--- src/design/ssc_pkg.sv ---
// Package for the supersampled span coverage block: item type, op codes
// and fixed field widths. Depends on nothing.
`timescale 1ns / 1ps

package ssc_pkg;

  // Fixed field widths of the item and result ports.
  localparam int SLOT_W  = 3;
  localparam int SPAN_W  = 16;
  localparam int PIXEL_W = 13;
  localparam int ALPHA_W = 7;

  // Full coverage in units of 1/64.
  localparam logic [ALPHA_W-1:0] FULL_ALPHA = 7'd64;

  // Depth of the queue between front and back.
  localparam int QUEUE_DEPTH = 4;

  typedef enum logic {
    OP_LOAD  = 1'b0,
    OP_PIXEL = 1'b1
  } ssc_op_t;

  // One classified item as it travels from front to back.
  typedef struct packed {
    ssc_op_t             op;
    logic [SLOT_W-1:0]   row_slot;
    logic [SPAN_W-1:0]   span_start;
    logic [SPAN_W-1:0]   span_end;
    logic                span_present;
    logic [PIXEL_W-1:0]  pixel_x;
    logic [ALPHA_W-1:0]  prior_alpha;
  } ssc_item_t;

endpackage

--- src/design/supersampled_span_coverage_top.sv ---
// Channel  | handshake                | payload
// item     | item_valid / item_stall  | op row_slot span_start span_end span_present
//          |                          | pixel_x prior_alpha
// alpha    | alpha_valid / alpha_stall| alpha
//
// One item is taken per clock while item_stall is low. With no stalls, a pixel item passes
// through the front register, the queue, the overlap lanes, the sum, and scale and max, in
// that order, before its alpha_valid rises. Loads give no result.
// Reset clears all valid bits and all subrows.
// A stall on the result side fills the back pipeline and then the queue
// before item_stall rises; the front keeps accepting until then.
//
// Top level: ties front, queue and back together. Uses ssc_pkg.
`timescale 1ns / 1ps

module supersampled_span_coverage_top #(
  parameter int SUBSAMPLE_FACTOR = 8,
  parameter int COORD_BITS       = 16
) (
  input  logic                         clk,
  input  logic                         rst,
  input  logic                         item_valid,
  output logic                         item_stall,
  input  logic                         op,
  input  logic [ssc_pkg::SLOT_W-1:0]   row_slot,
  input  logic [ssc_pkg::SPAN_W-1:0]   span_start,
  input  logic [ssc_pkg::SPAN_W-1:0]   span_end,
  input  logic                         span_present,
  input  logic [ssc_pkg::PIXEL_W-1:0]  pixel_x,
  input  logic [ssc_pkg::ALPHA_W-1:0]  prior_alpha,
  output logic                         alpha_valid,
  input  logic                         alpha_stall,
  output logic [ssc_pkg::ALPHA_W-1:0]  alpha
);

  logic               push;
  ssc_pkg::ssc_item_t push_item;
  logic               queue_ready;
  logic               queue_valid;
  ssc_pkg::ssc_item_t queue_head;
  logic               pop;

  ssc_front #(
    .SUBSAMPLE_FACTOR(SUBSAMPLE_FACTOR)
  ) u_front (
    .clk          (clk),
    .rst          (rst),
    .item_valid   (item_valid),
    .item_stall   (item_stall),
    .op           (op),
    .row_slot     (row_slot),
    .span_start   (span_start),
    .span_end     (span_end),
    .span_present (span_present),
    .pixel_x      (pixel_x),
    .prior_alpha  (prior_alpha),
    .push         (push),
    .push_item    (push_item),
    .queue_ready  (queue_ready)
  );

  ssc_queue u_queue (
    .clk       (clk),
    .rst       (rst),
    .push      (push),
    .push_item (push_item),
    .ready     (queue_ready),
    .valid     (queue_valid),
    .head      (queue_head),
    .pop       (pop)
  );

  ssc_back #(
    .SUBSAMPLE_FACTOR(SUBSAMPLE_FACTOR),
    .COORD_BITS      (COORD_BITS)
  ) u_back (
    .clk         (clk),
    .rst         (rst),
    .queue_valid (queue_valid),
    .queue_head  (queue_head),
    .pop         (pop),
    .alpha_valid (alpha_valid),
    .alpha_stall (alpha_stall),
    .alpha       (alpha)
  );

endmodule

--- src/design/ssc_front.sv ---
// Front stage: accepts items, drops loads to nonexistent subrows, clamps
// the prior value and hands the item to the queue. Uses ssc_pkg.
`timescale 1ns / 1ps

module ssc_front #(
  parameter int SUBSAMPLE_FACTOR = 8
) (
  input  logic                         clk,
  input  logic                         rst,
  input  logic                         item_valid,
  output logic                         item_stall,
  input  logic                         op,
  input  logic [ssc_pkg::SLOT_W-1:0]   row_slot,
  input  logic [ssc_pkg::SPAN_W-1:0]   span_start,
  input  logic [ssc_pkg::SPAN_W-1:0]   span_end,
  input  logic                         span_present,
  input  logic [ssc_pkg::PIXEL_W-1:0]  pixel_x,
  input  logic [ssc_pkg::ALPHA_W-1:0]  prior_alpha,
  output logic                         push,
  output ssc_pkg::ssc_item_t           push_item,
  input  logic                         queue_ready
);

  logic               held_valid;
  logic               held_valid_next;
  ssc_pkg::ssc_item_t held_item;
  ssc_pkg::ssc_item_t cls_item;
  logic               keep;
  logic               take;

  // The held item leaves whenever the queue has room.
  assign push       = held_valid;
  assign push_item  = held_item;
  assign item_stall = held_valid && !queue_ready;
  assign take       = item_valid && !item_stall;

  // Classify the incoming item.
  always_comb begin
    cls_item              = '0;
    cls_item.op           = ssc_pkg::ssc_op_t'(op);
    cls_item.row_slot     = row_slot;
    cls_item.span_start   = span_start;
    cls_item.span_end     = span_end;
    cls_item.span_present = span_present;
    cls_item.pixel_x      = pixel_x;
    if (prior_alpha > ssc_pkg::FULL_ALPHA) begin
      cls_item.prior_alpha = ssc_pkg::FULL_ALPHA;
    end else begin
      cls_item.prior_alpha = prior_alpha;
    end
    // A load to a subrow that does not exist has no effect at all.
    keep = (cls_item.op == ssc_pkg::OP_PIXEL) ||
           (32'(row_slot) < 32'(SUBSAMPLE_FACTOR));
  end

  always_comb begin
    if (take && keep) begin
      held_valid_next = 1'b1;
    end else begin
      held_valid_next = held_valid && !queue_ready;
    end
  end

  always_ff @(posedge clk) begin
    if (rst) begin
      held_valid <= 1'b0;
    end else begin
      held_valid <= held_valid_next;
    end
  end

  // Payload is captured on every transfer in.
  always_ff @(posedge clk) begin
    if (take) begin
      held_item <= cls_item;
    end
  end

endmodule

--- src/design/ssc_queue.sv ---
// Short FIFO between front and back so that each side can stall alone.
// Uses ssc_pkg for the item type and depth.
`timescale 1ns / 1ps

module ssc_queue (
  input  logic               clk,
  input  logic               rst,
  input  logic               push,
  input  ssc_pkg::ssc_item_t push_item,
  output logic               ready,
  output logic               valid,
  output ssc_pkg::ssc_item_t head,
  input  logic               pop
);

  localparam int PTR_W = $clog2(ssc_pkg::QUEUE_DEPTH);
  localparam int CNT_W = $clog2(ssc_pkg::QUEUE_DEPTH + 1);

  ssc_pkg::ssc_item_t entries [ssc_pkg::QUEUE_DEPTH];
  logic [PTR_W-1:0]   wr_ptr;
  logic [PTR_W-1:0]   rd_ptr;
  logic [CNT_W-1:0]   count;
  logic               do_push;
  logic               do_pop;

  assign ready   = count < CNT_W'(ssc_pkg::QUEUE_DEPTH);
  assign valid   = count != '0;
  assign head    = entries[rd_ptr];
  assign do_push = push && ready;
  assign do_pop  = pop && valid;

  // Pointers and fill count.
  always_ff @(posedge clk) begin
    if (rst) begin
      wr_ptr <= '0;
      rd_ptr <= '0;
      count  <= '0;
    end else begin
      if (do_push) begin
        wr_ptr <= wr_ptr + PTR_W'(1);
      end
      if (do_pop) begin
        rd_ptr <= rd_ptr + PTR_W'(1);
      end
      if (do_push && !do_pop) begin
        count <= count + CNT_W'(1);
      end else if (do_pop && !do_push) begin
        count <= count - CNT_W'(1);
      end
    end
  end

  // Entry storage.
  always_ff @(posedge clk) begin
    if (do_push) begin
      entries[wr_ptr] <= push_item;
    end
  end

endmodule

--- src/design/ssc_back.sv ---
// Back end: holds the subrow spans, applies loads in order, and runs the
// coverage pipeline (overlap lanes, sum, scale and max). Uses ssc_pkg.
`timescale 1ns / 1ps

module ssc_back #(
  parameter int SUBSAMPLE_FACTOR = 8,
  parameter int COORD_BITS       = 16
) (
  input  logic                         clk,
  input  logic                         rst,
  input  logic                         queue_valid,
  input  ssc_pkg::ssc_item_t           queue_head,
  output logic                         pop,
  output logic                         alpha_valid,
  input  logic                         alpha_stall,
  output logic [ssc_pkg::ALPHA_W-1:0]  alpha
);

  // Stored span ends keep the low COORD_BITS of the 16-bit input.
  localparam int STORE_W = (COORD_BITS < ssc_pkg::SPAN_W) ? COORD_BITS : ssc_pkg::SPAN_W;
  // Pixel window ends reach 8192 * SUBSAMPLE_FACTOR.
  localparam int WIN_W   = ssc_pkg::PIXEL_W + $clog2(SUBSAMPLE_FACTOR) + 1;
  localparam int CMP_W   = (STORE_W > WIN_W) ? STORE_W : WIN_W;
  localparam int OV_W    = $clog2(SUBSAMPLE_FACTOR + 1);
  localparam int SQ      = SUBSAMPLE_FACTOR * SUBSAMPLE_FACTOR;
  localparam int SUM_W   = $clog2(SQ + 1);
  // Scaled numerator is sum * 64; divide by SQ through a reciprocal.
  localparam int NUM_W   = SUM_W + 6;
  localparam int SHIFT   = NUM_W + $clog2(SQ);
  localparam int RECIP   = ((1 << SHIFT) + SQ - 1) / SQ;
  localparam int RCP_W   = $clog2(RECIP + 1);
  localparam int PROD_W  = NUM_W + RCP_W;

  // Span storage, one row per subrow.
  logic [STORE_W-1:0] left_ends  [SUBSAMPLE_FACTOR];
  logic [STORE_W-1:0] right_ends [SUBSAMPLE_FACTOR];
  logic [SUBSAMPLE_FACTOR-1:0] row_valid;

  // Pipeline registers.
  logic                        s1_valid;
  logic [OV_W-1:0]             s1_ov [SUBSAMPLE_FACTOR];
  logic [ssc_pkg::ALPHA_W-1:0] s1_prior;
  logic                        s2_valid;
  logic [SUM_W-1:0]            s2_sum;
  logic [ssc_pkg::ALPHA_W-1:0] s2_prior;

  // Combinational signals.
  logic                        out_en;
  logic                        s2_en;
  logic                        s1_en;
  logic                        is_load;
  logic                        is_pixel;
  logic [WIN_W-1:0]            win_lo;
  logic [WIN_W-1:0]            win_hi;
  logic [OV_W-1:0]             ov [SUBSAMPLE_FACTOR];
  logic [SUM_W-1:0]            sum;
  logic [PROD_W-1:0]           prod;
  logic [PROD_W-1:0]           cov_wide;
  logic [ssc_pkg::ALPHA_W-1:0] cov;
  logic [ssc_pkg::ALPHA_W-1:0] alpha_next;

  // Each stage advances when it is empty or its successor advances.
  assign out_en   = !alpha_valid || !alpha_stall;
  assign s2_en    = !s2_valid || out_en;
  assign s1_en    = !s1_valid || s2_en;
  assign pop      = queue_valid && s1_en;
  assign is_load  = pop && (queue_head.op == ssc_pkg::OP_LOAD);
  assign is_pixel = pop && (queue_head.op == ssc_pkg::OP_PIXEL);

  // Overlap of each stored span with the pixel's subsample columns.
  always_comb begin
    logic [CMP_W-1:0] l;
    logic [CMP_W-1:0] r;
    logic [CMP_W-1:0] a;
    logic [CMP_W-1:0] b;
    logic [CMP_W-1:0] lo;
    logic [CMP_W-1:0] hi;
    win_lo = WIN_W'(queue_head.pixel_x) * WIN_W'(SUBSAMPLE_FACTOR);
    win_hi = win_lo + WIN_W'(SUBSAMPLE_FACTOR);
    lo     = CMP_W'(win_lo);
    hi     = CMP_W'(win_hi);
    for (int k = 0; k < SUBSAMPLE_FACTOR; k++) begin
      l = CMP_W'(left_ends[k]);
      r = CMP_W'(right_ends[k]);
      a = (l > lo) ? l : lo;
      b = (r < hi) ? r : hi;
      if (row_valid[k] && (l <= r) && (b > a)) begin
        ov[k] = OV_W'(b - a);
      end else begin
        ov[k] = '0;
      end
    end
  end

  // Sum of the lane overlaps.
  always_comb begin
    sum = '0;
    for (int k = 0; k < SUBSAMPLE_FACTOR; k++) begin
      sum = sum + SUM_W'(s1_ov[k]);
    end
  end

  // Scale to 1/64 units, saturate, and take the larger of prior and coverage.
  always_comb begin
    prod     = PROD_W'({s2_sum, 6'b000000}) * PROD_W'(RECIP);
    cov_wide = prod >> SHIFT;
    if (cov_wide > PROD_W'(ssc_pkg::FULL_ALPHA)) begin
      cov = ssc_pkg::FULL_ALPHA;
    end else begin
      cov = cov_wide[ssc_pkg::ALPHA_W-1:0];
    end
    alpha_next = (cov > s2_prior) ? cov : s2_prior;
  end

  // Span loads take effect in queue order.
  always_ff @(posedge clk) begin
    if (rst) begin
      row_valid <= '0;
    end else begin
      for (int k = 0; k < SUBSAMPLE_FACTOR; k++) begin
        if (is_load && (32'(queue_head.row_slot) == k)) begin
          row_valid[k] <= queue_head.span_present;
        end
      end
    end
  end

  always_ff @(posedge clk) begin
    for (int k = 0; k < SUBSAMPLE_FACTOR; k++) begin
      if (is_load && (32'(queue_head.row_slot) == k)) begin
        left_ends[k]  <= queue_head.span_start[STORE_W-1:0];
        right_ends[k] <= queue_head.span_end[STORE_W-1:0];
      end
    end
  end

  // Stage valid bits.
  always_ff @(posedge clk) begin
    if (rst) begin
      s1_valid    <= 1'b0;
      s2_valid    <= 1'b0;
      alpha_valid <= 1'b0;
    end else begin
      if (s1_en) begin
        s1_valid <= is_pixel;
      end
      if (s2_en) begin
        s2_valid <= s1_valid;
      end
      if (out_en) begin
        alpha_valid <= s2_valid;
      end
    end
  end

  // Stage payloads.
  always_ff @(posedge clk) begin
    if (s1_en) begin
      s1_ov    <= ov;
      s1_prior <= queue_head.prior_alpha;
    end
    if (s2_en) begin
      s2_sum   <= sum;
      s2_prior <= s1_prior;
    end
    if (out_en) begin
      alpha <= alpha_next;
    end
  end

endmodule

--- config.mk ---
export PLATFORM = sky130hd
export DESIGN_NAME = supersampled_span_coverage_top
export DESIGN_NICKNAME = d
export VERILOG_FILES = /design/src/design/ssc_pkg.sv /design/src/design/supersampled_span_coverage_top.sv /design/src/design/ssc_front.sv /design/src/design/ssc_queue.sv /design/src/design/ssc_back.sv
export SDC_FILE = /design/constraint.sdc
export NUM_CORES = 1
export LEC_CHECK = 0
export BUFFER_PORTS_ARGS = -buffer_cell sky130_fd_sc_hd__buf_2
export CORE_AREA = 2 2 270 272
export CTS_CLUSTER_DIAMETER = 30
export CTS_CLUSTER_SIZE = 40
export DETAILED_ROUTE_END_ITERATION = 10
export DIE_AREA = 0 0 272 274
export PLACE_DENSITY = 0.68
export SLEW_MARGIN = 20
export SYNTH_ARGS = -nofsm -noshare
export SYNTH_HDL_FRONTEND = slang
export SYNTH_SLANG_ARGS = --single-unit
--- constraint.sdc ---
create_clock -name clk -period 7.4 [get_ports clk]
set_input_delay 1.48 -clock clk [delete_from_list [all_inputs] [get_ports clk]]
set_output_delay 1.48 -clock clk [all_outputs]
set_load 0.005 [all_outputs]
## Word-level counts from Yosys, hierarchy flattened

Memory sizes are Yosys's and may differ from the RTL's. A register that Yosys moved wholly into a read port is not among the register bits.
Cells that the tools add are included.

| storage, ports and cells | value |
|---|---|
| register bits | 136 |
| logic and storage cells | 245 |
| output and inout port bits | 9 |
| memories kept | 3 |
| bits in writable memories | 484 |

Memory list:

| name | words | width | rd ports | clocked after Yosys merged registers in | wr ports | line | text |
|---|---|---|---|---|---|---|---|
| u_queue.entries | 4 | 57 | 1 | 1 | 1 | ssc_queue.sv:19 | `ssc_pkg::ssc_item_t entries [ssc_pkg::QUEUE_DEPTH];` |
| u_back.left_ends | 8 | 16 | 8 | 0 | 1 | ssc_back.sv:35 | `logic [STORE_W-1:0] left_ends [SUBSAMPLE_FACTOR];` |
| u_back.right_ends | 8 | 16 | 8 | 0 | 1 | ssc_back.sv:36 | `logic [STORE_W-1:0] right_ends [SUBSAMPLE_FACTOR];` |

| cells by class | value |
|---|---|
| equal/unequal tests | 7 |
| add/subtract/negate cells | 20 |
| magnitude comparators | 36 |
| reduce and logical (&&, ||, !) cells | 61 |
| multiplexer cells | 83 |
| bitwise operators | 1 |

Operators by type and width:

| cell | count |
|---|---|
| $mux W16 | 22 |
| $reduce_or A16 Y1 | 14 |
| $gt A17 B16 Y1 | 8 |
| $lt A16 B17 Y1 | 8 |
| $mux W17 | 8 |
| $gt A16 B16 Y1 | 8 |
| $le A16 B16 Y1 | 8 |
| $mux W3 | 16 |
| $add A7 B4 Y7 | 6 |
| $logic_and A1 B1 Y1 | 33 |
| $mux W1 | 33 |
| $sub A4 B4 Y4 | 8 |
| $add A16 B4 Y17 const B | 1 |
| $gt A7 B7 Y1 const B | 2 |
| $mux W7 | 2 |
| $eq A3 B3 Y1 const B | 4 |
| $logic_not A1 Y1 | 8 |
| $gt A7 B7 Y1 | 1 |
| $eq A3 B2 Y1 const B | 2 |
| $add A4 B4 Y5 | 1 |
| $add A2 B1 Y2 const B | 2 |
| $mux W2 | 2 |
| $add A3 B1 Y3 const B | 1 |
| $eq A3 B1 Y1 const B | 1 |
| other kinds (7) | 9 |

## Depth between registers and ports, before layout

| logic depth | value |
|---|---|
| depth after elaboration | 17 |
| mapped depth | 28 |
| mapped depth without buffers | 25 |

## Hierarchy

From an unflattened synthesis, not the netlist that was laid out.

| unflattened totals | value |
|---|---|
| cell total of the unflattened synthesis | 2664 |
| area, all modules | 35411.5 µm² |

By module, submodules not included:

| module | times used | area each (µm²) | cells an instance |
|---|---|---|---|
| ssc_back | 1 | 24943.9 | 2253 |
| ssc_queue | 1 | 8664.6 | 343 |
| ssc_front | 1 | 1803.0 | 68 |

## Worst setup path after synthesis

No wires, ideal clock.

| timing | value |
|---|---|
| path type | register to register |
| start | reg (tool-made name) |
| end | reg u_back.s1_ov[17] (netlist name), data pin |
| setup slack | 435 ps |
| stages on the path, launching flop included | 28 |
| arrival | 6684 ps |
| clock period less this slack | 6965 ps |
| data required time | 7119 ps |
| cells stage by stage | dfxtp_1 mux4_1 clkbuf_1 clkbuf_1 ha_1 xor2_1 clkinv_1 ha_1 a211o_1 o211ai_1 a31oi_1 or2_2 maj3_2 maj3_2 maj3_2 a21o_1 buf_6 nor2_1 ha_1 nor2b_1 o21ai_0 a21oi_1 o21a_1 o21bai_1 a21oi_1 o31a_1 o41ai_1 nor4b_1 |

RTL lines:

| item | line | text |
|---|---|---|
| end signal: assignment | ssc_back.sv:159 | `s1_ov <= ov;` |
| end: declaration | ssc_back.sv:41 | `logic [OV_W-1:0] s1_ov [SUBSAMPLE_FACTOR];` |

==> results.yml <==
flow_run:
  cap_violations: 0
clock_tree:
  cts_resized: 0
  cts_hold_buffers: 0
  clk_pin_slew_ns: 0.05
  post_cts_buffers: 0
  clk_path_buf_depth: 3
  clock-sinks: 622
  htree_levels: 3
  numCtsBuffers: 119
  cts_tree: "built"
  clockRootBuffer: "clkbuf_16"
  insertion_delay_ns: 0.71
route:
  route.detailed.drc: 0
  wl_met3_mm: 8.99
  firstDrtPassIters: 5
  wl_mm: 107
  vias: 23907
  met2_length_mm: 48.0
  ant_nets: 0
  drt-vias-per-instance: 6.10
  drt_iter0_markers: 2496
  routed.top_layer: "met5"
  wire_per_inst_um: 27.3
  wl_met1_mm: 43.9
floorplanning:
  fp.dieW_um: 272
  dieArea_um2: 74500
  rows: 99
  start_util_pct: 49.2
  die_y_um: 274
  io_pins: 70
  core-area_um2: 72000
final_layout:
  nets: 3382
  drive_gt1_share_pct: 15.0
  nFillCells: 5689
  syn_to_final_growth_pct: 17.2
synth:
  synth_top_family_by_area: "adder cells"
  ys_ff_latch: 622
  yosys_warnings: 0
  synth_edf_count: 601
  netlist_area_um2: 35400
  synth_compound_area_share_pct: 9.46
  synthFlopType: "edfxtp_1"
  yosys.area_share.adder_pct: 17.4
  synth_xor_xnor_area_share_pct: 1.23
  syn_area_per_cell_um2: 13.3
  seq_area_frac_synth_pct: 52.2
  syn_nets: 3188
  synthMuxAreaShare_pct: 9.26
  synth_simple_gate_area_share_pct: 7.12
  yosys.cell_types.count: 73
  async_reset_ff_share_pct: 0
  syn_inst: 2655
worst_setup_path:
  cp_cell_sequence: "mux4_2 > and4_4 > nand2_1 > xnor2_1 > clkinv_1 > buf_4 > ha_1 > nor4_1 > a31oi_1 > maj3_1 > maj3_1 > a21oi_1 > o21bai_4 > nor2_1 > ha_1 > a21o_1 > a21o_1 > a21o_1 > a21oi_1 > o21a_1 > o21ai_0 > a2111oi_0 > buf_4 > nor4_1"
  reg2reg_slack_ns: 0.48
  cp.depth: 24
  reg2reg_depth: 24
  cpMostUsedCell: "a21o_1"
  start_kind: "flop"
  crit_family: "compound AO/OA/AOI/OAI gates"
  cp.arrival_ns: 7.32
  cp.required_ns: 7.80
  cp_slowest_cell: "mux4_2"
  cp_max_fo: 22
  crit_path_end_kind: "flop"
  r2r_end: "u_back.s1_ov[28]"
  path_buf_inv: 3
  crit_type: "flop to flop"
  crit_path_end: "u_back.s1_ov[28]"
  max_stage_delay_ns: 0.77
sta:
  slew_headroom_pct: 26.1
  hold_violations: 0
  final.setup_skew_ns: 0.0582
  final.period_utilization_pct: 93.5
  fin_setup_tns_ns: 0
  rsz0062_at_grt: "false"
  setup_viol: 0
  slew_viol_final: 0
  tightest_slew_ns: 1.10
  min_period_ns: 6.92
  max_freq_mhz: 145
global_routing:
  grt_pass1_wl_mm: 157
  grt_pass1_vias: 24671
  grt_max_degree: 58
  grt.total_usage_pct: 28.9
  grt_overflow: 0
  antenna_found_initial: 10
placed_design:
  finalWeightedCongestion: 0.965
  dp.final_hpwl_mm: 73.3
  port_buffers: 69
worst_hold_path:
  hold_path_class: "flop to flop"
power:
  peakVddDrop_uv: 269
  total_power_mw: 19.2
  powerDensity_nw_per_um2: 463
  cellLeakagePower_nw: 17.1
outcome:
  outcome: "finished, final reports clean"
==> routing by layer <==
| metal | GRT usage [%] | up-vias |
|---|---|---|
| li1 | - | 10655 |
| met3 | 5.18 | 271 |
| met2 | 45.3 | 1139 |
| met4 | 16.4 | 2 |
| met5 | 0 | - |
| met1 | 38.2 | 11840 |
==> state kept, by name, summed over array words and instances (netlist names), 2 cells and up, named ones only <==
signal and count:
u_back.alpha 7, u_back.left_ends 128, u_back.right_ends 128, u_back.row_valid 8
u_back.s1_ov 32, u_back.s1_prior 7, u_back.s2_prior 7, u_back.s2_sum 7
u_front.push_item 57, u_queue.count 3, u_queue.entries 228, u_queue.rd_ptr 2
u_queue.wr_ptr 2
==> power breakdown <==
part | switching, mW | internal, mW | leakage (nW)
sequential | 0.264 | 4.52 | 5.82
combinational | 5.55 | 3.35 | 9.29
clock | 1.97 | 3.54 | 2.01
total | 7.78 | 11.4 | 17.1
==> worst register-to-register path, delay by kind of cell (launching register included) <==
family	cells	cell delay [ns]
muxes	1	0.78
xor gates and xnor gates	1	0.22
DFF	1	0.71
buffers and inverters	3	0.64
and+or+nand+nor	5	0.90
AOI/OAI and AO/OA	10	2.11
adders and majority gates	4	1.28
==> cells in the mapped netlist, drive strengths merged (31+ instances only) <==
cell type	n	area share, %
ha	444	16
mux2i	194	5.5
a21oi	116	1.6
nand4	77	1.4
nand2	75	0.80
o21a	64	1.4
nor2	93	0.99
a21o	95	2.0
inv	222	2.4
xnor2	42	1.1
edfxtp	601	51
mux4	56	3.6
nor2b	47	0.83
o21ai	80	1.1
clkbuf	33	0.35
buf	31	0.57
==> worst min path at each step <==
stage | slack [ns] | from | to | cells past startpoint
after floorplan | 0.40 | u_back.s1_prior[0] | u_back.s2_prior[0] | 0
after global placement | 0.40 | u_back.s1_prior[0] | u_back.s2_prior[0] | 0
after detailed placement | 0.40 | u_back.s1_prior[6] | u_back.s2_prior[6] | 0
after CTS | 0.42 | u_back.s1_prior[6] | u_back.s2_prior[6] | 0
after global routing | 0.43 | u_back.s1_prior[2] | u_back.s2_prior[2] | 0
final | 0.42 | u_back.s1_prior[6] | u_back.s2_prior[6] | 0
==> area by class of cell <==
type	count	area (µm²)	share of cell area (%)
clock buffers	133	3050	7.35
repair buffers	137	888	2.14
multi-input cells	1739	15900	38.2
flip-flops and latches	622	18500	44.5
diodes	6	15.0	0.0362
well taps	959	1200	2.89
inverters	230	863	2.08
clock inverters	92	1140	2.75
==> kinds of logic after synthesis <==
group	Yosys count
buffers and inverters	294
AO/OA/AOI/OAI	492
adder cells (fa/ha/maj)	477
XOR/XNOR	49
multiplexers	256
AND/OR/NAND/NOR	465
flip-flops	622
==> stage by stage <==
step,area (µm²),cells,setup WS (ns),utilization (%),hold WS [ns]
4_1_cts,41400,3911,0.600,57.6,0.419
6_report,41500,3918,0.482,57.7,0.422
3_3_place_gp,37300,3686,0.778,51.8,0.404
2_1_floorplan,35400,2655,0.435,-,0.400
3_5_place_dp,37300,3686,0.649,51.8,0.405
5_1_grt,41500,3913,0.162,57.6,0.432
==> cell usage in the layout, fill, tap and decap left out, drive strengths merged, types with 28 or more instances in the layout <==
cell	n
mux2i	194
xnor2	42
o21ai	80
nor2b	47
nand4	77
fa	28
a21o	95
a21oi	116
nand2	75
inv	242
buf	137
clkinv	53
clkbuf	133
mux4	56
edfxtp	601
o21a	64
nor2	93
ha	444
Power figures use the tool's default switching activity.
